### src/rtl/eartm_pkg.sv
// eartm_pkg: shared types, widths and constants of the euler angle to
// rotation matrix block; no dependencies
`timescale 1ns / 1ps

package eartm_pkg;

  // field widths
  localparam int ANGLE_W = 16;
  localparam int ENTRY_W = 16;

  // cordic datapath widths: x/y in Q4.30, z in 2^-16 degree, sin/cos in Q20
  localparam int XY_W = 34;
  localparam int Z_W  = 25;
  localparam int SC_W = 22;
  localparam int RED_W = 18;

  // pipeline depth
  localparam int CORDIC_STEPS = 16;
  localparam int LANE_STAGES  = CORDIC_STEPS + 2;
  localparam int MAT_STAGES   = 4;
  localparam int PIPE_STAGES  = LANE_STAGES + MAT_STAGES;

  localparam logic signed [XY_W-1:0] CORDIC_GAIN = 34'sd652032874;

  // angles in 1/128 degree
  localparam logic signed [RED_W-1:0] DEG90  = 18'sd11520;
  localparam logic signed [RED_W-1:0] DEG180 = 18'sd23040;
  localparam logic signed [RED_W-1:0] DEG360 = 18'sd46080;

  typedef struct packed {
    logic signed [ANGLE_W-1:0] pitch_angle;
    logic signed [ANGLE_W-1:0] roll_angle;
    logic signed [ANGLE_W-1:0] yaw_angle;
  } in_t;

  typedef struct packed {
    logic signed [ENTRY_W-1:0] m11;
    logic signed [ENTRY_W-1:0] m12;
    logic signed [ENTRY_W-1:0] m13;
    logic signed [ENTRY_W-1:0] m21;
    logic signed [ENTRY_W-1:0] m22;
    logic signed [ENTRY_W-1:0] m23;
    logic signed [ENTRY_W-1:0] m31;
    logic signed [ENTRY_W-1:0] m32;
    logic signed [ENTRY_W-1:0] m33;
  } out_t;

  // atan(2^-i) in degrees times 65536
  function automatic logic signed [Z_W-1:0] atan_q16(input logic [3:0] idx);
    logic signed [Z_W-1:0] r;
    case (idx)
      4'd0:  r = 25'sd2949120;
      4'd1:  r = 25'sd1740967;
      4'd2:  r = 25'sd919879;
      4'd3:  r = 25'sd466945;
      4'd4:  r = 25'sd234379;
      4'd5:  r = 25'sd117304;
      4'd6:  r = 25'sd58666;
      4'd7:  r = 25'sd29335;
      4'd8:  r = 25'sd14668;
      4'd9:  r = 25'sd7334;
      4'd10: r = 25'sd3667;
      4'd11: r = 25'sd1833;
      4'd12: r = 25'sd917;
      4'd13: r = 25'sd458;
      4'd14: r = 25'sd229;
      default: r = 25'sd115;
    endcase
    return r;
  endfunction

endpackage

### src/rtl/eartm_cordic_lane.sv
// eartm_cordic_lane: pipelined sine/cosine lane, range reduction, one
// cordic iteration per stage and Q20 rounding; depends on eartm_pkg
`timescale 1ns / 1ps

module eartm_cordic_lane (
  input  logic                                   clk_i,
  input  logic [eartm_pkg::LANE_STAGES-1:0]      en_i,
  input  logic signed [eartm_pkg::ANGLE_W-1:0]   angle_i,
  output logic signed [eartm_pkg::SC_W-1:0]      sin_o,
  output logic signed [eartm_pkg::SC_W-1:0]      cos_o
);

  localparam int XW = eartm_pkg::XY_W;
  localparam int ZW = eartm_pkg::Z_W;
  localparam int SW = eartm_pkg::SC_W;
  localparam int RW = eartm_pkg::RED_W;
  localparam int NS = eartm_pkg::CORDIC_STEPS;

  logic signed [XW-1:0] x_q [NS+1];
  logic signed [XW-1:0] y_q [NS+1];
  logic signed [ZW-1:0] z_q [NS+1];
  logic                 flip_q [NS+1];

  logic signed [RW-1:0] a_ext, a_wrap, a_fold;
  logic                 flip;
  logic signed [ZW-1:0] z_init;

  // wrap into +-180 degrees, then fold into +-90 degrees
  always_comb begin
    a_ext = RW'(angle_i);
    if (a_ext > eartm_pkg::DEG180) begin
      a_wrap = a_ext - eartm_pkg::DEG360;
    end else if (a_ext < -eartm_pkg::DEG180) begin
      a_wrap = a_ext + eartm_pkg::DEG360;
    end else begin
      a_wrap = a_ext;
    end
    flip = 1'b0;
    if (a_wrap > eartm_pkg::DEG90) begin
      a_fold = eartm_pkg::DEG180 - a_wrap;
      flip   = 1'b1;
    end else if (a_wrap < -eartm_pkg::DEG90) begin
      a_fold = -eartm_pkg::DEG180 - a_wrap;
      flip   = 1'b1;
    end else begin
      a_fold = a_wrap;
    end
    z_init = ZW'(a_fold) <<< 9;
  end

  // reduction stage register
  always_ff @(posedge clk_i) begin
    if (en_i[0]) begin
      x_q[0]    <= eartm_pkg::CORDIC_GAIN;
      y_q[0]    <= '0;
      z_q[0]    <= z_init;
      flip_q[0] <= flip;
    end
  end

  // one rotation per stage
  for (genvar g = 0; g < NS; g++) begin : g_step
    logic signed [XW-1:0] dx, dy;
    logic signed [ZW-1:0] t;
    assign dx = y_q[g] >>> g;
    assign dy = x_q[g] >>> g;
    assign t  = eartm_pkg::atan_q16(4'(g));

    always_ff @(posedge clk_i) begin
      if (en_i[g+1]) begin
        if (!z_q[g][ZW-1]) begin
          x_q[g+1] <= x_q[g] - dx;
          y_q[g+1] <= y_q[g] + dy;
          z_q[g+1] <= z_q[g] - t;
        end else begin
          x_q[g+1] <= x_q[g] + dx;
          y_q[g+1] <= y_q[g] - dy;
          z_q[g+1] <= z_q[g] + t;
        end
        flip_q[g+1] <= flip_q[g];
      end
    end
  end

  // round to Q20 and restore the cosine sign
  logic signed [XW-1:0] s_rnd, c_rnd;
  logic signed [SW-1:0] c_d;
  always_comb begin
    s_rnd = (y_q[NS] + XW'(512)) >>> 10;
    c_rnd = (x_q[NS] + XW'(512)) >>> 10;
    c_d   = flip_q[NS] ? -c_rnd[SW-1:0] : c_rnd[SW-1:0];
  end

  always_ff @(posedge clk_i) begin
    if (en_i[NS+1]) begin
      sin_o <= s_rnd[SW-1:0];
      cos_o <= c_d;
    end
  end

endmodule

### config.mk
export PLATFORM = sky130hd
export DESIGN_NAME = eartm_cordic_lane
export DESIGN_NICKNAME = d
export VERILOG_FILES = /design/src/rtl/eartm_pkg.sv /design/src/rtl/eartm_cordic_lane.sv
export SDC_FILE = /design/constraint.sdc
export NUM_CORES = 2
export LEC_CHECK = 0
export BUFFER_PORTS_ARGS = -buffer_cell sky130_fd_sc_hd__buf_4
export CAP_MARGIN = 20
export CORE_MARGIN = 5
export CORE_UTILIZATION = 65
export DETAILED_ROUTE_END_ITERATION = 8
export GPL_ROUTABILITY_DRIVEN = 0
export MAX_ROUTING_LAYER = met4
export PLACE_DENSITY = 0.81
export SYNTH_ARGS = -nofsm -noshare
export SYNTH_HDL_FRONTEND = slang
export SYNTH_SLANG_ARGS = --single-unit
### constraint.sdc
create_clock -name clk_i -period 6.27 [get_ports clk_i]
set_clock_uncertainty 0.1 [all_clocks]
set_input_delay 0.627 -clock clk_i [delete_from_list [all_inputs] [get_ports clk_i]]
set_output_delay 0.627 -clock clk_i [all_outputs]
set_load 0.03 [all_outputs]
==> qor.csv <==
stage;metric;value;unit
drt;DRC violations left;0;
synth;Syn Nets;13170;
worst_hold_path;worst min path class;in2reg;
worst_hold_path;hold path cells;2;
timing;setup TNS;0;ns
layout;layout cell share with drive strength beyond 1;4.88;%
clock_tree;Skew-Pair Late Insertion Delay;0.84;ns
critical_path;CP Class;reg2reg;
clock_tree;Reg clk slew, reported paths;0.06;ns
layout;total area of sequential cells;41200;µm²
timing;RSZ-0062 raised after global routing;false;
synth;asr flop ratio synth;0;%
place;post-placement setup slack;0.436;ns
drt;number of nets with antenna violations after routing;0;
critical_path;sequence of cells on the critical path;or3_1, or3b_1, or3_1, or3_1, or3_1, or2_2, o21ai_0, xor2_1, ha_1, a21o_1, o21bai_1, a21o_1, o21ai_1, a31oi_1, a211oi_1, or3_1, or4b_2, o211ai_1;
synth;Synth Area in Adders;14.6;%
synth;post-synthesis compound-gate area fraction;19.0;%
timing;Final Critical Period;5.88;ns
grt;gr ovfl total;0;
clock_tree;Post-CTS Setup Bufs;0;
synth;largest family of logic cells by synthesized area;compound AO/OA/AOI/OAI gates;
critical_path;CP max stage delay;0.59;ns
job;max cap viols;0;
synth;Synth area leader;edfxtp_1;
critical_path;Critical Path AT;6.44;ns
timing;final hold violations;0;
synth;top_reg_cell synth;edfxtp_1;
timing;Worst Slack Setup Final;0.392;ns
synth;register area share after synthesis;36.0;%
clock_tree;CTS tree;yes;
critical_path;CP max stage cell;or4b_2;
critical_path;most used cell, CP;or3_1;
drt;via count;92795;
timing;Max Clk Rate;170;MHz
grt;largest net degree at the start of global routing;79;
grt;first-pass GRT wire length;461;mm
drt;DRT iter0 DRCs;8126;
grt;GRT Resource Usage Total;31.0;%
timing;Rel. slew slack;31.1;%
timing;final-report setup violation count;0;
drt;drt pass-1 iters;9;
timing;Tcrit/Tclk final;93.7;%
critical_path;startpoint types;flip-flop;
critical_path;Worst Path Required;6.84;ns
synth;post-synthesis cell type count;100;
timing;worst-margin pin slew;1.02;ns
layout;Multi-input gate area;70600;µm²
clock_tree;deepest clock path buffer count;3;
critical_path;crit end category;flip-flop;
grt;initial antenna violation count;1;
clock_tree;CTS root buf;clkbuf_16;
synth;Cells after Synth;11821;
floorplan;Die Width;430;µm
clock_tree;Sink Count;1372;
outcome;status;finished clean;
drt;WL/cell;20.0;µm
synth;Synth top area share;36.0;%
floorplan;io pins;79;
synth;Post-Synth Simple-Gate Area;13.3;%
floorplan;core area;176000;µm²
grt;vias in the first global route;89853;
drt;Vias/cell;6.43;
synth;Synth Area per Inst;9.68;µm²
synth;count leader, synth;edfxtp_1;
synth;Post-Synth XOR/XNOR Area;13.7;%
clock_tree;TritonCTS Buffers;156;
timing;max-slew violation count;0;
layout;Filler cells;12714;
synth;Synth Register Bits;1372;
critical_path;reg2reg path depth;18;
floorplan;Die Ht;430;µm
synth;multiplexer area fraction after synthesis;1.06;%
drt;final wirelength;289;mm
floorplan;Initial Util;65.1;%
layout;area grow syn2layout;7.77;%
synth;Cell Area, Synth;114000;µm²
synth;Yosys warnings;0;
floorplan;Die Footprint;185000;µm²
floorplan;Rows;154;
place;IO Port Bufs;78;
place;Post-DP HPWL;226;mm
layout;Nets;13304;
critical_path;crit path max fanout;5;
synth;Synth area leaders;edfxtp_1 (36%), ha_1 (14%), xnor2_1 (9.0%);
synth;number of synthesized flops with an enable pin;1372;
clock_tree;Max H-tree Level;4;
synth;top cells by count, synth;edfxtp_1 (1372), ha_1 (1273), xnor2_1 (1178), a21oi_1 (1143), nor2_1 (907);
-- cells in the final DEF (no fill, tap or decap), types with 50 or more instances in the layout --
master | netlist | final
a211oi_1 | 98 | 98
a21o_1 | 507 | 507
a21oi_1 | 1143 | 1143
a31oi_1 | 127 | 127
and2_1 | 79 | 79
and3_1 | 116 | 116
buf_4 | 2 | 145
clkbuf_16 | 0 | 156
edfxtp_1 | 1372 | 1372
ha_1 | 1273 | 1273
inv_1 | 512 | 512
mux2i_1 | 74 | 74
nand2_1 | 666 | 664
nand2b_1 | 199 | 199
nand3_1 | 235 | 235
nand4_1 | 73 | 73
nor2_1 | 907 | 907
nor2b_1 | 171 | 171
nor3_1 | 290 | 290
nor4_1 | 58 | 58
o21a_1 | 159 | 159
o21ai_0 | 596 | 595
o21bai_1 | 165 | 165
o31ai_1 | 122 | 122
or2_2 | 50 | 50
or3_1 | 111 | 111
xnor2_1 | 1178 | 1178
xor2_1 | 613 | 613
-- cells by family (layout without fill, tap and decap cells) --
kind of cell / after synthesis / after routing
buffers and inverters: 699 / 964
XOR/XNOR: 1792 / 1792
AO/OA/AOI/OAI: 3413 / 3413
flip-flops: 1372 / 1372
AND/OR/NAND/NOR: 3115 / 3115
adder cells (fa/ha/maj): 1314 / 1314
other: 0 / 1
multiplexers: 116 / 116
-- final timing paths --
| path | slack, ns | from | to |
|---|---|---|---|
| max | 0.39 | x_q[12][17]$_DFFE_PP_ | y_q[13][30]$_DFFE_PP_ |
| max reg2reg | 0.39 | x_q[12][17]$_DFFE_PP_ | y_q[13][30]$_DFFE_PP_ |
| min | 0.05 | angle_i[8] | z_q[0][17]$_DFFE_PP_ |
| min reg2reg | 0.31 | flip_q[0][10]$_DFFE_PP_ | flip_q[0][11]$_DFFE_PP_ |
-- per-layer routing --
metal / track usage [%] / part of all wire (%) / vias to the layer above
li1: - / - / 44029
met1: 35.6 / 38 / 43812
met4: 16.5 / 6.2 / 0
met3: 4.53 / 7.0 / 1113
met5: - / 0 / -
met2: 52.9 / 49 / 3841
-- flip-flops by register name (all words and copies together), names as in the netlist --
signal / cells
cos_o: 22
flip_q: 17
sin_o: 22
x_q: 473
y_q: 500
z_q: 338
-- metrics by stage --
| step | instances | util (%) | hold slack, ns | cell area, µm² |
|---|---|---|---|---|
| floorplan | 11821 | - | 0.300 | 114000 |
| global placement | 14129 | 67.0 | 0.302 | 118000 |
| detailed placement | 14129 | 67.0 | 0.305 | 118000 |
| CTS | 14426 | 70.2 | 0.00463 | 123000 |
| global route | 14427 | 70.2 | 0.0322 | 123000 |
| finish | 14427 | 70.2 | 0.0536 | 123000 |
-- layout make-up --
cell class	instances	share of cell area (%)
Multi-Input combinational cell	9750	57.2
Sequential cell	1372	33.4
Clock buffer	175	3.22
Tap cell	2340	2.37
Inverter	521	1.59
Clock inverter	114	1.19
Timing Repair Buffer	154	0.964
Antenna cell	1	0.00203
-- critical path, delay by kind of cell, from the launching register on --
family,cells,cell delay [ns]
flip-flops,1,0.44
XOR/XNOR,1,0.19
AO/OA/AOI/OAI,8,1.64
adder cells (fa/ha/maj),1,0.32
AND/OR/NAND/NOR,8,3.04
-- what timing repair did --
item                                   in CTS  in global routing
hold buffers                                8                  0
setup endpoints to repair                   0                  1
gates resized for setup                     0                  1
endpoints found under the hold margin       8                  0
Power is not shown: default switching activity piles up to over one toggle a cycle in this logic, so the estimate is an artifact.
